## src/rtl/ptpl_pkg.sv

```systemverilog
`timescale 1ns / 1ps

package ptpl_pkg;

    localparam int POS_W      = 16;
    localparam int TIME_W     = 32;
    localparam int LEN_W      = 16;
    localparam int COUNT_W    = 16;
    localparam int STATUS_W   = 2;
    localparam int CFG_W      = 8;
    localparam int CFG_INDEX_W = 1;

    // Length scale 0.2482 cm per (100 ms)^2, kept as 2482 / 10^8 per ms^2.
    localparam int LEN_NUM_W  = 12;
    localparam logic [LEN_NUM_W-1:0] LEN_NUM = 12'd2482;
    localparam int DEN_W      = 27;
    localparam logic [DEN_W-1:0] LEN_DEN = 27'd100000000;

    // d is at most 16 bits, d*d fits 32 bits, times 2482 fits 44 bits.
    localparam int DIFF_W     = 16;
    localparam int SQ_W       = 2 * DIFF_W;
    localparam int ACC_W      = SQ_W + LEN_NUM_W;
    localparam int FRAC_W     = 8;

    localparam logic [STATUS_W-1:0] STATUS_NONE   = 2'd0;
    localparam logic [STATUS_W-1:0] STATUS_TURN   = 2'd1;
    localparam logic [STATUS_W-1:0] STATUS_LENGTH = 2'd2;

    localparam logic [CFG_INDEX_W-1:0] CFG_MIN_LENGTH = 1'd0;
    localparam logic [CFG_INDEX_W-1:0] CFG_MAX_LENGTH = 1'd1;

    typedef enum logic [2:0] {
        ST_IDLE,
        ST_MUL_SQ,
        ST_MUL_K,
        ST_DIV,
        ST_CHECK,
        ST_DONE
    } state_t;

endpackage

```

## src/rtl/pendulum_turn_period_length_top.sv

```systemverilog
`timescale 1ns / 1ps

// Pendulum turn detector and length estimator.
// The input stream carries one word per camera frame: three recent blob x
// positions and the frame's millisecond tick. A falling run arms the detector
// and a following rising run completes a turn. On every turn after the first,
// the tick difference d since the previous turn gives the length
// 0.2482 * (d/100)^2 cm, which is kept when it lies between the two length
// registers. Every input word produces exactly one output word with the
// status, the currently stored length (Q8 cm) and the turn count.
// A word without a new length computation goes straight to the output register.
// A turn with a valid earlier turn time and d below 65536 first squares d and
// then scales by 2482 on one bit-serial shift-add unit, then runs a restoring
// divider by 10^8, the range check and the load of the output register.
// The block works on one word at a time; s_tready is high only while idle.
// The output register holds a finished word while the receiver stalls, and
// a new input word is taken meanwhile; a second result waits until the
// output register frees up.
// Reset clears the detector, the turn count, the stored length and the
// earlier-turn flag, and loads 20 cm and 180 cm into the length limits.
// Configuration writes take effect at once and are meant for idle periods.
module pendulum_turn_period_length_top (
    input  logic                                aclk,
    input  logic                                aresetn,
    // s_tdata: position_newest, position_middle, position_oldest, capture_time
    input  logic [79:0]                         s_tdata,
    input  logic                                s_tvalid,
    output logic                                s_tready,
    // m_tdata: length_q8, turn_count
    output logic [31:0]                         m_tdata,
    // m_tuser: status
    output logic [ptpl_pkg::STATUS_W-1:0]       m_tuser,
    output logic                                m_tvalid,
    input  logic                                m_tready,
    input  logic                                cfg_wr_en,
    input  logic [ptpl_pkg::CFG_INDEX_W-1:0]    cfg_index,
    input  logic [ptpl_pkg::CFG_W-1:0]          cfg_wdata
);
    import ptpl_pkg::*;

    state_t                 state_reg, state_next;
    logic                   armed_reg, armed_next;
    logic                   prev_valid_reg, prev_valid_next;
    logic [TIME_W-1:0]      prev_time_reg, prev_time_next;
    logic [LEN_W-1:0]       stored_length_reg, stored_length_next;
    logic [COUNT_W-1:0]     turns_seen_reg, turns_seen_next;
    logic [CFG_W-1:0]       min_len_reg, max_len_reg;
    logic [STATUS_W-1:0]    status_reg, status_next;

    // Shared bit-serial multiplier and divider datapath.
    logic [ACC_W-1:0]       acc_reg, acc_next;
    logic [SQ_W-1:0]        mcand_reg, mcand_next;
    logic [DIFF_W-1:0]      mplr_reg, mplr_next;
    logic [3:0]             cnt_reg, cnt_next;
    logic [DEN_W-1:0]       rem_reg, rem_next;
    logic [DIFF_W-1:0]      nbits_reg, nbits_next;
    logic [LEN_W-1:0]       quo_reg, quo_next;
    logic                   ovf_reg, ovf_next;

    logic                   m_tvalid_reg, m_tvalid_next;
    logic [31:0]            m_tdata_reg, m_tdata_next;
    logic [STATUS_W-1:0]    m_tuser_reg, m_tuser_next;

    logic [POS_W-1:0]       p0, p1, p2;
    logic [TIME_W-1:0]      now, diff;
    logic                   falling, rising, accept, out_free;
    logic [ACC_W-1:0]       step_sum;
    logic [DEN_W:0]         trial;
    logic                   trial_ge;
    logic [LEN_W-1:0]       min_q8, max_q8;
    logic                   in_range;

    assign p0  = s_tdata[15:0];
    assign p1  = s_tdata[31:16];
    assign p2  = s_tdata[47:32];
    assign now = s_tdata[79:48];

    assign s_tready = (state_reg == ST_IDLE);
    assign accept   = s_tvalid && s_tready;
    assign out_free = !m_tvalid_reg || m_tready;
    assign falling  = (p0 > p1) && (p1 > p2);
    assign rising   = (p0 < p1) && (p1 < p2);
    assign diff     = now - prev_time_reg;

    // One shift-add step, multiplier bits taken from the top down.
    assign step_sum = {acc_reg[ACC_W-2:0], 1'b0}
                    + (mplr_reg[DIFF_W-1] ? {{LEN_NUM_W{1'b0}}, mcand_reg} : '0);

    // One restoring division step.
    assign trial    = {rem_reg, nbits_reg[DIFF_W-1]};
    assign trial_ge = (trial >= {1'b0, LEN_DEN});

    // floor(x) >= k iff x >= k; x <= k iff floor(x) < k or x is exactly k.
    assign min_q8   = {min_len_reg, {FRAC_W{1'b0}}};
    assign max_q8   = {max_len_reg, {FRAC_W{1'b0}}};
    assign in_range = !ovf_reg && (quo_reg >= min_q8)
                    && ((quo_reg < max_q8) || ((quo_reg == max_q8) && (rem_reg == '0)));

    always_comb begin
        state_next         = state_reg;
        armed_next         = armed_reg;
        prev_valid_next    = prev_valid_reg;
        prev_time_next     = prev_time_reg;
        stored_length_next = stored_length_reg;
        turns_seen_next    = turns_seen_reg;
        status_next        = status_reg;
        acc_next           = acc_reg;
        mcand_next         = mcand_reg;
        mplr_next          = mplr_reg;
        cnt_next           = cnt_reg;
        rem_next           = rem_reg;
        nbits_next         = nbits_reg;
        quo_next           = quo_reg;
        ovf_next           = ovf_reg;
        m_tvalid_next      = m_tvalid_reg && !m_tready;
        m_tdata_next       = m_tdata_reg;
        m_tuser_next       = m_tuser_reg;

        unique case (state_reg)
            ST_IDLE: begin
                if (accept) begin
                    state_next  = ST_DONE;
                    status_next = STATUS_NONE;
                    if (!armed_reg) begin
                        armed_next = falling;
                    end else if (rising) begin
                        armed_next      = 1'b0;
                        turns_seen_next = turns_seen_reg + COUNT_W'(1);
                        status_next     = STATUS_TURN;
                        prev_time_next  = now;
                        prev_valid_next = 1'b1;
                        if (prev_valid_reg && (diff[TIME_W-1:DIFF_W] == '0)) begin
                            state_next = ST_MUL_SQ;
                            acc_next   = '0;
                            mcand_next = {{(SQ_W-DIFF_W){1'b0}}, diff[DIFF_W-1:0]};
                            mplr_next  = diff[DIFF_W-1:0];
                            cnt_next   = 4'(DIFF_W - 1);
                        end
                    end
                end
            end
            ST_MUL_SQ: begin
                acc_next  = step_sum;
                mplr_next = {mplr_reg[DIFF_W-2:0], 1'b0};
                cnt_next  = cnt_reg - 4'd1;
                if (cnt_reg == '0) begin
                    state_next = ST_MUL_K;
                    acc_next   = '0;
                    mcand_next = step_sum[SQ_W-1:0];
                    mplr_next  = {LEN_NUM, {(DIFF_W-LEN_NUM_W){1'b0}}};
                    cnt_next   = 4'(LEN_NUM_W - 1);
                end
            end
            ST_MUL_K: begin
                acc_next  = step_sum;
                mplr_next = {mplr_reg[DIFF_W-2:0], 1'b0};
                cnt_next  = cnt_reg - 4'd1;
                if (cnt_reg == '0) begin
                    // Numerator is the scaled square shifted left by eight.
                    state_next = ST_DIV;
                    ovf_next   = (step_sum[ACC_W-1:FRAC_W] >= {{(ACC_W-FRAC_W-DEN_W){1'b0}},
                                                              LEN_DEN});
                    rem_next   = step_sum[FRAC_W+DEN_W-1:FRAC_W];
                    nbits_next = {step_sum[FRAC_W-1:0], {FRAC_W{1'b0}}};
                    quo_next   = '0;
                    cnt_next   = 4'(LEN_W - 1);
                end
            end
            ST_DIV: begin
                rem_next   = trial_ge ? DEN_W'(trial - {1'b0, LEN_DEN}) : trial[DEN_W-1:0];
                quo_next   = {quo_reg[LEN_W-2:0], trial_ge};
                nbits_next = {nbits_reg[DIFF_W-2:0], 1'b0};
                cnt_next   = cnt_reg - 4'd1;
                if (cnt_reg == '0) begin
                    state_next = ST_CHECK;
                end
            end
            ST_CHECK: begin
                state_next = ST_DONE;
                if (in_range) begin
                    stored_length_next = quo_reg;
                    status_next        = STATUS_LENGTH;
                end
            end
            ST_DONE: begin
                if (out_free) begin
                    state_next    = ST_IDLE;
                    m_tvalid_next = 1'b1;
                    m_tdata_next  = {turns_seen_reg, stored_length_reg};
                    m_tuser_next  = status_reg;
                end
            end
            default: begin
                state_next = ST_IDLE;
            end
        endcase
    end

    always_ff @(posedge aclk) begin
        if (!aresetn) begin
            state_reg         <= ST_IDLE;
            armed_reg         <= 1'b0;
            prev_valid_reg    <= 1'b0;
            prev_time_reg     <= '0;
            stored_length_reg <= '0;
            turns_seen_reg    <= '0;
            m_tvalid_reg      <= 1'b0;
        end else begin
            state_reg         <= state_next;
            armed_reg         <= armed_next;
            prev_valid_reg    <= prev_valid_next;
            prev_time_reg     <= prev_time_next;
            stored_length_reg <= stored_length_next;
            turns_seen_reg    <= turns_seen_next;
            m_tvalid_reg      <= m_tvalid_next;
        end
    end

    always_ff @(posedge aclk) begin
        if (!aresetn) begin
            min_len_reg <= 8'd20;
            max_len_reg <= 8'd180;
        end else if (cfg_wr_en) begin
            unique case (cfg_index)
                CFG_MIN_LENGTH: min_len_reg <= cfg_wdata;
                CFG_MAX_LENGTH: max_len_reg <= cfg_wdata;
                default: begin
                end
            endcase
        end
    end

    always_ff @(posedge aclk) begin
        status_reg  <= status_next;
        acc_reg     <= acc_next;
        mcand_reg   <= mcand_next;
        mplr_reg    <= mplr_next;
        cnt_reg     <= cnt_next;
        rem_reg     <= rem_next;
        nbits_reg   <= nbits_next;
        quo_reg     <= quo_next;
        ovf_reg     <= ovf_next;
        m_tdata_reg <= m_tdata_next;
        m_tuser_reg <= m_tuser_next;
    end

    assign m_tvalid = m_tvalid_reg;
    assign m_tdata  = m_tdata_reg;
    assign m_tuser  = m_tuser_reg;

    // The stored length only changes in the range-check cycle.
    assert property (@(posedge aclk) disable iff (!aresetn)
        (state_reg != ST_CHECK) |=> $stable(stored_length_reg))
        else $error("stored length changed outside the range check");

    // The turn counter only moves when an input word is taken.
    assert property (@(posedge aclk) disable iff (!aresetn)
        !accept |=> $stable(turns_seen_reg))
        else $error("turn counter changed without an input word");

    // A finished result waits while the output register is still occupied.
    assert property (@(posedge aclk) disable iff (!aresetn)
        (state_reg == ST_DONE && m_tvalid_reg && !m_tready) |=> (state_reg == ST_DONE))
        else $error("result left while the output register was full");

    // A new length is reported only when the range check passed.
    assert property (@(posedge aclk) disable iff (!aresetn)
        (state_reg == ST_CHECK && !in_range) |=> (status_reg == STATUS_TURN))
        else $error("length status without a passing range check");

endmodule
```

## config.mk

```make
export PLATFORM = sky130hd
export DESIGN_NAME = pendulum_turn_period_length_top
export DESIGN_NICKNAME = d
export VERILOG_FILES = /design/src/rtl/ptpl_pkg.sv /design/src/rtl/pendulum_turn_period_length_top.sv
export SDC_FILE = /design/constraint.sdc
export NUM_CORES = 1
export LEC_CHECK = 0
export ABC_CLOCK_PERIOD_IN_PS = 7190
export BUFFER_PORTS_ARGS = -buffer_cell sky130_fd_sc_hd__buf_4
export CORE_ASPECT_RATIO = 0.6
export CORE_MARGIN = 4
export CORE_UTILIZATION = 35
export DETAILED_ROUTE_END_ITERATION = 16
export GPL_TIMING_DRIVEN = 0
export PLACE_DENSITY = 0.55
export RECOVER_POWER = 100
export SETUP_SLACK_MARGIN = 0.3
export SKIP_LAST_GASP = 1
export SLEW_MARGIN = 20
export SYNTH_ARGS = -nofsm -noshare
export SYNTH_HDL_FRONTEND = slang
export SYNTH_SLANG_ARGS = --single-unit
```

## constraint.sdc

```tcl
create_clock -name aclk -period 7.19 [get_ports aclk]
set_input_delay 0.3595 -clock aclk [delete_from_list [all_inputs] [get_ports aclk]]
set_output_delay 0.3595 -clock aclk [all_outputs]
set_load 0.02 [all_outputs]
```

======== Word-level counts from Yosys, hierarchy flattened ========
Cells that the tools add are included.
storage, ports and cells
  register bits after elaboration ......... 277
  word-level logic and storage cells ...... 135
  input port bits ......................... 94
  output and inout bits ................... 36
cells by class
  order comparisons ....................... 8
  reductions and logical operators ........ 35
  multiplexer cells ....................... 51
  add/subtract/negate cells ............... 5
  equality and inequality tests ........... 15
  bitwise gates (word level) .............. 1
operator list
  kind                                                    number
  2-to-1 mux 43 bit                                       5
  2-to-1 mux 32 bit                                       6
  case mux 43 bit (3 select lines)                        1
  2-to-1 mux 16 bit                                       7
  case mux 16 bit (2 select lines)                        2
  case mux 32 bit (2 select lines)                        1
  2-to-1 mux 27 bit                                       2
  case mux 27 bit (2 select lines)                        1
  less-than comparator 16 bit                             3
  case mux 16 bit (3 select lines)                        1
  adder 44 x 32 -> 44 bit                                 1
  >= comparator 36 x 27 -> 1 bit (second input constant)  1
  > comparator 16 bit                                     2
  subtractor 32 bit                                       1
  >= comparator 28 x 27 -> 1 bit (second input constant)  1
  zero test 27 bit                                        1
  subtractor 27 bit (second input constant)               1
  2-to-1 mux 3 bit                                        8
  2-to-1 mux 4 bit                                        6
  case mux 3 bit (6 select lines)                         1
  adder 16 x 1 -> 16 bit (second input constant)          1
  equality test 16 bit                                    1
  >= comparator 16 bit                                    1
  zero test 16 bit                                        1
  other kinds (24)                                        59

======== Longest topological paths before layout ========
Gate-level depths: netlist of run 1.
  word-level depth ........................ 8
  gate-level depth with buffers ........... 13
  gate-level depth less buffers ........... 12

======== Worst setup path after synthesis of run 1 ========
Ideal clock, no wire load.
  kind .................................... input-to-reg
  start point ............................. input s_tdata[61]
  end point ............................... register acc_reg[0] (enable)
  arrival time ............................ 5.365 ns
  setup time .............................. 0.496 ns
  stages .................................. 11
  data required time ...................... 6.694 ns
  buffers on the path ..................... 1
  slack ................................... 1.329 ns
  cells stage by stage .................... ha_1 buf_2 nand2_1 or4_1 a211oi_1 nor3_1 o21ba_2 xnor2_1 nor4_1 nand4_1 a21oi_1
on the way
  longest elaborated chain between the ends .. 5
RTL lines
  item                                     RTL line                                source
  start: declaration                       pendulum_turn_period_length_top.sv:26   input logic [79:0] s_tdata,
  subtractor 32 bit                        pendulum_turn_period_length_top.sv:83   assign diff = now - prev_time_reg;
  zero test 16 bit                         pendulum_turn_period_length_top.sv:132  if (prev_valid_reg && (diff[TIME_W-1:DIFF_W] == '0)) begin
  logical AND 1 bit                        pendulum_turn_period_length_top.sv:132
  != test 2 x 1 -> 1 bit (no source line)  --
  AND reduction 5 bit (no source line)     --
  end signal: assignment                   pendulum_turn_period_length_top.sv:235  acc_reg <= acc_next;
  end: declaration                         pendulum_turn_period_length_top.sv:51   logic [ACC_W-1:0] acc_reg, acc_next;
Every way passes these cells.
A chain may end at the register's enable or synchronous reset.

======== Final worst setup path of run 1 ========
  start point ............................. register mplr_reg[15]
  end point ............................... register ovf_reg (data pin)
on the way
  longest elaborated chain between the ends .. 3
RTL lines
  item                            RTL line                                source
  start: declaration              pendulum_turn_period_length_top.sv:53   logic [DIFF_W-1:0] mplr_reg, mplr_next;
  start signal: assignment        pendulum_turn_period_length_top.sv:237  mplr_reg <= mplr_next;
  2-to-1 mux 32 bit               pendulum_turn_period_length_top.sv:87   + (mplr_reg[DIFF_W-1] ? {{LEN_NUM_W{1'b0}}, mcand_reg} : '0);
  adder 44 x 32 -> 44 bit         pendulum_turn_period_length_top.sv:87
  >= comparator 36 x 27 -> 1 bit  pendulum_turn_period_length_top.sv:161  ovf_next = (step_sum[ACC_W-1:FRAC_W] >= {{(ACC_W-FRAC_W-DEN_W){1'b0}},
  end signal: assignment          pendulum_turn_period_length_top.sv:242  ovf_reg <= ovf_next;
  end: declaration                pendulum_turn_period_length_top.sv:58   logic ovf_reg, ovf_next;
Every way passes these cells.

==> run summary, run 1 <==
Synthesis produced a netlist with a net count of 1,939. After clock tree synthesis, the clock-pin slew on the worst setup and hold paths is 70 ps. The run finished, with violations left. The worst reg-to-reg path cell count works out to 12. In this run the power density over the cells is 231 mW/mm^2. Cells fill 41.5% of the core in the end. STA classifies the critical path endpoint as a register. In the routed design, unresolved DRC markers number 0. The post-synthesis xor/xnor area fraction was 5.19%. The post-synthesis adder-cell area fraction is 9.13%, and the number of clock buffers inserted by TritonCTS is 28.

0 antenna diodes ended up in the layout. For the initial antenna violation count, the log shows 0. TritonCTS built the clock tree. The number of fill cells came out at 4,484. Number of flops mapped to enable cells by yosys: 183. The minimum setup slack among reg-to-reg paths was 1820 ps. Of the cells placed in the final design, the portion with a size suffix greater than 1 is 8.56%. Including well taps, the total number of placed cells is 2,483.

Buffers added to address setup during post-CTS repair amount to 0. The routed layout has 13,500 vias. The floorplan has 60 rows.

The final reports fail on capacitance limit, slew limit. Wires add up to 46,900 um. In this run, distinct cell masters in the synthesized netlist total 80. By startpoint and endpoint, the worst setup path is classified as reg2reg.

After detailed routing, the number of vias per cell comes to 5.33. The number of port buffers was 129. Counting I/O delays and the setup requirement, the final critical path takes 5370 ps. At the pin with the least slew margin, the transition time is 3600 ps. From synthesis to final layout, the design area changed by 16.1%. The first global-routing pass estimated 72,900 um of wire. Setup violations remaining at the end of the flow were counted as 0. In this run the static leakage power is 0.00724 uW.

Setup repair after global routing left no endpoint under its margin. Leaving out fill and tap cells, the most frequent cells in the layout are sky130_fd_sc_hd__nor2_1, sky130_fd_sc_hd__edfxtp_1, sky130_fd_sc_hd__nand2_1. The portion of synthesized area spent on multiplexers is 2.23%. In this run the critical register-to-register path is captured at ovf_reg$_DFFE_PP_. Max-cap violations in this run came to 2. The min-delay analysis places its worst path in the category in2reg.

The Yosys step of the flow raised 0 warnings. The die covers 0.0499 mm^2. The number of max-slew violations in the final report was 71. In this run the tightest slew margin relative to its limit is -140%. The startpoint class of the critical path is a register. Deepest clock path buffer count: 3.

Beginning of the worst register-to-register path: mplr_reg[15]$_DFFE_PP_. The count of final hold-check violations was 0; the largest vdd supply drop was 0.000169 V. The peak clock frequency supported by timing is 186 MHz, and the number of routed nets with antenna violations is 0.

The data arrival time at the worst-slack endpoint is 5670 ps, and the number of clock sinks is 269. The first-iteration detailed-routing DRC count was 1,070; the netlist area before placement was 0.0162 mm^2. The synthesized area divided by synthesized cell count was 9.37 um^2; the number of gates resized after CTS was 0. For hold timing, the worst endpoint is max_len_reg[5]$_SDFFE_PN1P_. The tools report the final cell count without fillers as 2,535. The critical path starts at mplr_reg[15]$_DFFE_PP_.

The horizontal die dimension is 286 um, and the flip-flop count of the largest register, all copies and words added is 43. After global routing the overflow that remains totals 0. The core region is 0.0453 mm^2. The primary flip-flop cell chosen by synthesis mapping was sky130_fd_sc_hd__edfxtp_1.

The die is 175 um tall. Post-synthesis sequential area ratio: 44.6%. Once the floorplan was initialized, standard cells occupied 35.8% of the core. The via count of the first global-routing pass was 12,700. The overall routing resource usage came out at 18.2%. By area, the combinational part of the netlist is dominated by simple AND/OR/NAND/NOR gates. The gate count after technology mapping was 1,728.

The number of flip-flops and latches in the synthesized netlist is 269, and the count of TritonRoute iterations in the first routing pass is 5. The synthesized netlist devotes 17.1% of its cell area to compound gates. For the worst setup path, the data required time is 7490 ps. Entering global routing, the biggest net connects 52 pins.

The number of hold buffers added after CTS was 0. Of the available clock period, the critical path in the final layout requires 74.8%. The clock root buffer master was sky130_fd_sc_hd__clkbuf_16. The number of H-tree levels came out at 1. The synthesized netlist devotes 17.8% of its cell area to simple gates. Routability-driven placement finished with a final weighted congestion of 0.859. In this run the count of I/O pins placed on the die edge is 130. Worst hold path stage count: 3. The share of flip-flops with an asynchronous set or reset works out to 0%. The largest fanout on the critical path works out to 10. Clock latency on the worst-skew pair, taken at its later pin, is 580 ps. Across the routed clock network, the largest skew measured is 27.8 ps.

The number of nets in the final layout came out at 2,104. The wire-length estimate of the detail-placed layout is 36,700 um. The startpoint identified for the worst hold timing path is cfg_wdata[5]. The average detailed-routed wire length per instance was 18.5 um.
[synthesized netlist by cell type (51+ instances only)]
cell type                  number  area share, %
sky130_fd_sc_hd__xnor2_1       54            2.9
sky130_fd_sc_hd__edfxtp_1     183             34
sky130_fd_sc_hd__o21ai_0      109            3.4
sky130_fd_sc_hd__dfxtp_1       86             11
sky130_fd_sc_hd__nor2_1       183            4.2
sky130_fd_sc_hd__nand2_1      169            3.9
sky130_fd_sc_hd__inv_1        105            2.4
sky130_fd_sc_hd__ha_1         115            8.9
sky130_fd_sc_hd__nand3_1       62            1.9
sky130_fd_sc_hd__and2_1        59            2.3
sky130_fd_sc_hd__a21oi_1      143            4.4
sky130_fd_sc_hd__clkbuf_1      51            1.2
[how the worst max path moves through the flow]
stage	end	slack, ps	depth (start not counted)
after floorplan	acc_reg[0]$_DFFE_PP_	1330	11
after global placement	acc_reg[37]$_DFFE_PP_	-1320	11
after detailed placement	ovf_reg$_DFFE_PP_	2360	13
after CTS	ovf_reg$_DFFE_PP_	2360	13
after global routing	acc_reg[39]$_DFFE_PP_	1270	13
final	ovf_reg$_DFFE_PP_	1820	12
[metrics by stage]
stage	hold slack, ps	power (uW)	area [um^2]	TNS [ps]	worst slack, ps
6_report	32.9	4350	18800	0	1820
5_1_grt	15.1	4560	18800	0	1270
4_1_cts	0.152	4400	19100	0	2360
3_5_place_dp	410	2800	18100	0	2360
3_3_place_gp	403	2770	17900	-77490	-1320
2_1_floorplan	400	2440	16200	0	1330
[area by class of cell]
type                       instances  area (um^2)  share of cell area, %
multi-input combinational       1289         8250                   43.9
clock buffer                      38          842                   4.48
buffer                            64          248                   1.32
sequential                       269         7220                   38.4
clock inverter                    14          178                  0.945
inverter                         106          398                   2.12
timing repair buffer             135          896                   4.76
tap                              620          776                   4.13
[worst max-delay path: stages (launching register included)]
cell,delay [ps]
sky130_fd_sc_hd__edfxtp_1,500
sky130_fd_sc_hd__clkbuf_1,490
sky130_fd_sc_hd__and2_0,210
sky130_fd_sc_hd__ha_1,210
sky130_fd_sc_hd__a211oi_1,110
sky130_fd_sc_hd__o21ai_0,450
sky130_fd_sc_hd__a21boi_0,350
sky130_fd_sc_hd__o311ai_0,1000
sky130_fd_sc_hd__xnor2_1,440
sky130_fd_sc_hd__and2_1,260
sky130_fd_sc_hd__and4_2,230
sky130_fd_sc_hd__o31a_1,290
sky130_fd_sc_hd__o41ai_1,590
[where the power goes]
group          internal (uW)  total [uW]  switching (uW)  leakage [uW]
Combinational            326         962             636       0.00432
Sequential              1770        1800            30.5       0.00241
Clock                    935        1590             656      0.000506
Total                   3030        4350            1320       0.00724
[routing by layer]
metal	wire length, um	up-vias	global-route usage, %
met5	0	-	0
met4	617	0	2.49
met3	3030	41	2.50
met2	17500	403	23.5
met1	25700	6515	31.3
li1	-	6554	-
[cell families after synthesis]
group	Yosys count
fa+ha+maj	117
flops	269
mux	36
compound gates	431
simple gates	609
buf+inv	170
xor+xnor	96
Power figures use the tool's default switching activity.
==> run 2, diff against run 1 <==
Settings changed: ABC_AREA from default to 1, ABC_CLOCK_PERIOD_IN_PS 7190 to 4950.
Clock period 7.19 ns to 4.95 ns, I/O delays scaled along.
==> run summary, run 2 <==
The tools report the end point of the most critical hold path as m_tvalid$_SDFF_PN0_. The fraction of synthesized cell area taken by the top area cell type is 31.3% (-2.6 points). The largest fanout on the critical path was 10 (unchanged); the post-synthesis sequential area ratio was 41.1% (-3.5 points).

Peak clock frequency supported by timing: 234 MHz (+26%). The worst-skew pair later-pin latency was 590 ps (about the same); the die footprint was 0.0539 mm^2 (+8.1%). For the number of routed nets with antenna violations, the log shows 0 (unchanged). The worst hold path belongs to the class in2reg. The run gives 14,900 (+18%) as the via count of the first global-routing pass. The leakage power came out at 0.00914 uW (+26%). The wire length of the first global-routing pass is 85,800 um (+18%), and the final setup violation count is 0 (unchanged). The run finished, with violations left. The logs give 1 (+1) for the initial antenna violation count and 3 (unchanged) for the deepest clock path buffer count. Number of gates resized after CTS: 0 (unchanged). The tools report the number of distinct standard cells referenced by the synthesized netlist as 53 (-34%). For the number of maximum-capacitance constraint violations, the log shows 1 (-1).

Walking the worst path, the cells encountered are clkbuf_1 > clkbuf_1 > nand2_1 > inv_1 > ha_1 > fa_1 > nand2_1 > o21ai_4 > a21oi_1 > o21ai_2 > nand3_1 > nand2_1 > nand2_1 > nand2_1 > nor2_1 > nand3_1 > nor2_1 > nand2_1 > nand2_1. The number of nets in the final layout was 2,749 (+31%). The smallest hold slack came out at -1.30 ps (-34.2 ps). The primary flip-flop cell chosen by synthesis mapping is sky130_fd_sc_hd__edfxtp_1. The library cells used most frequently in the layout, excluding fill and tap cells, are sky130_fd_sc_hd__nand2_1, sky130_fd_sc_hd__inv_1, sky130_fd_sc_hd__nor2_1. The tools report the total setup buffers inserted after CTS as 0 (unchanged). The worst setup skew after layout came out at 27.5 ps (-0.208 ps). In this run the critical register-to-register path is captured at ovf_reg$_DFFE_PP_.

The tools report the number of placed I/O pins as 130 (unchanged). For the gate count after technology mapping, the log shows 2,339 (+35%). For the count of unresolved DRC violations after routing, the log shows 0 (unchanged). The run gives 0.000278 V (+65%) as the largest vdd supply drop.

The run gives 63 (+5.0%) as the cell row count. The horizontal die dimension works out to 297 um (+4.0%). Number of flops mapped to enable cells by yosys: 183 (unchanged). The final cell count without fillers is 3,210 (+27%).

The library cell used most frequently in the layout, excluding fill and tap cells, is sky130_fd_sc_hd__nand2_1. TritonCTS built the clock tree. sky130_fd_sc_hd__edfxtp_1 takes more of the synthesized area than any other cell. The worst slew slack as a fraction of its limit was -48.1% (+92 points); the clock transition time at the flip-flop clock pins of the worst setup and hold paths was 60 ps (about the same). The number of fill cells was 5,127 (+14%). The required time at the worst-slack endpoint is 5270 ps (-2220 ps), and the minimum setup slack among reg-to-reg paths is 680 ps (-1130 ps). Fraction of layout cells with a size suffix above 1: 7.19% (-1.4 points).

The run gives 1,777 (+66%) as the first-iteration detailed-routing DRC count. The master of the slowest instance on the critical path is sky130_fd_sc_hd__clkbuf_1. The worst reg-to-reg path cell count works out to 19 (+7). The tools report the number of placed instances, taps included as 3,122 (+26%). Yosys instantiated no cell more often than sky130_fd_sc_hd__nand2_1.

The standard cell core area was 0.0495 mm^2 (+9.4%). Kind of end point of the critical path: a register. Class of the most critical setup path: reg2reg. The number of port buffers came out at 128 (-0.78%).

The post-DP HPWL is 45,000 um (+23%), and the synthesized area divided by synthesized cell count is 7.51 um^2 (-20%). The run gives 1 (+1) as the count of final hold-check violations. Startpoint of the worst hold path: m_tready. The time the worst path needs with I/O delays and setup came out at 4270 ps (-1110 ps).

The delay of the slowest critical-path stage came out at 420 ps (-580 ps). The beginning of the worst register-to-register path was mplr_reg[15]$_DFFE_PP_. The number of flip-flops and latches in the synthesized netlist is 269 (unchanged).

The number of vias per cell is 5.06 (-5.1%), and the die extent in y is 181 um (+3.9%). The number of clock buffers inserted by TritonCTS came out at 28 (unchanged). The number of vias after detailed routing was 16,200 (+20%); the net count after synthesis was 2,550 (+32%). The commonest cells after synthesis are sky130_fd_sc_hd__nand2_1, sky130_fd_sc_hd__inv_1, sky130_fd_sc_hd__nor2_1. The power per cell area works out to 528 mW/mm^2 (+130%). The tools report the routed wire length as 55,600 um (+19%). The flip-flop count of the largest register, all copies and words added was 43 (unchanged); the maximum number of pins on one net before global-route repair was 52 (unchanged).

The average detailed-routed wire length per instance was 17.3 um (-6.4%); the transition time at the pin with the least slew margin was 2220 ps (-1390 ps). For the number of H-tree levels, the log shows 1 (unchanged). Routability congestion estimate from global placement: 0.973 (+13%). The number of clock sinks came out at 269 (unchanged). The run gives 41.5% (-0.045 points) as the share of the core filled with cells. The share of flip-flops with an asynchronous set or reset works out to 0% (unchanged). The final clock period utilization by the worst path works out to 86.2% (+11 points). Sorting the synthesized cells by area gives the leading types as sky130_fd_sc_hd__edfxtp_1, sky130_fd_sc_hd__nand2_1, sky130_fd_sc_hd__dfxtp_1. The run gives 0 (unchanged) as the global route total overflow. The worst hold path stage count works out to 4 (+1). The synthesis warning total was 0 (unchanged).

Relative area change from synthesis to final layout: 17.0%. The overall routing resource usage is 20.1% (+1.9 points), and the initial standard-cell utilization of the core is 35.5% (-0.31 points). The startpoint class of the critical path was a register. The data arrival time at the worst-slack endpoint was 4590 ps (-1080 ps). The tree is rooted in a sky130_fd_sc_hd__clkbuf_16. The netlist area before placement came out at 0.0176 mm^2 (+8.4%). Among the stages of the critical path, the cell type that occurs most often is sky130_fd_sc_hd__nand2_1. The number of max-slew violations in the final report is 52 (-27%), and the count of TritonRoute iterations in the first routing pass is 5 (unchanged). Setup repair after global routing left no endpoint under its margin. The final reports fail on hold timing, capacitance limit, slew limit.
==> run 2: how the worst max path moves through the flow <==
stage	startpoint	to	slack [ps]	depth (start not counted)
after floorplan	prev_time_reg[0]$_SDFFE_PN0P_	mcand_reg[0]$_DFFE_PP_	1040	15
final	mplr_reg[15]$_DFFE_PP_	ovf_reg$_DFFE_PP_	680	19
after global placement	s_tdata[48]	mcand_reg[30]$_SDFFCE_PN0P_	-520	17
after global routing	s_tdata[48]	acc_reg[14]$_DFFE_PP_	380	21
after CTS	mplr_reg[15]$_DFFE_PP_	ovf_reg$_DFFE_PP_	1020	19
after detailed placement	mplr_reg[15]$_DFFE_PP_	ovf_reg$_DFFE_PP_	1010	19
==> run 2: logic make-up (layout without fill, tap and decap cells) <==
kind of cell,after synthesis,in the layout,synth area share [%]
XOR/XNOR,61,61,3.04
buffers and inverters,450,670,9.77
AO/OA/AOI/OAI,358,358,11.0
AND/OR/NAND/NOR,1073,1073,26.0
other,0,1,0
flip-flops,269,269,41.1
adder cells (fa/ha/maj),117,117,8.42
multiplexers,11,11,0.627
==> run 2: area by class of cell <==
cell class	count	area [um^2]	area share [%]
timing repair buffer	169	1250	6.11
inverter	403	1510	7.36
tap	650	813	3.96
antenna	1	2.50	0.0122
sequential	269	7220	35.1
buffer	47	190	0.926
clock buffer	29	714	3.48
multi-input combinational	1620	8560	41.7
clock inverter	22	279	1.36
==> run 2: what timing repair did <==
| item | CTS | global route |
|---|---|---|
| setup endpoints to repair | 0 | 0 |
| hold buffers | 36 | 0 |
| endpoints found under the hold margin | 42 | 0 |
==> run 2: report_power, final <==
group / switching [uW] / leakage [uW] / internal, uW
registers: 224 / 0.00240 / 3280
clock network: 977 / 0.000481 / 1320
logic: 3610 / 0.00626 / 1450
==> run 2: through the flow <==
stage	TNS (ps)	hold slack, ps	power [uW]	area (um^2)	setup slack (ps)
detailed placement	0	407	8600	19500	1010
finish	0	-1.30	10900	20500	682
floorplan	0	378	6820	17600	1040
global placement	-43990	406	8460	19300	-517
global route	0	9.48	11600	20500	380
CTS	0	2.59	11000	20900	1020
==> run 2: worst max-delay path: cells and delay by family (launching register included) <==
| kind | cells | cell delay (ps) |
|---|---|---|
| flops | 1 | 320 |
| compound gates | 3 | 1060 |
| fa+ha+maj | 2 | 520 |
| buf+inv | 3 | 860 |
| simple gates | 11 | 1250 |
==> run 2: per-layer routing <==
layer	GRT usage, %	wire length (um)	up-vias
met5	0	7	-
met4	2.13	550	2
met3	4.34	5620	42
met2	25.6	19800	642
met1	34.0	29600	7537
li1	-	-	8007
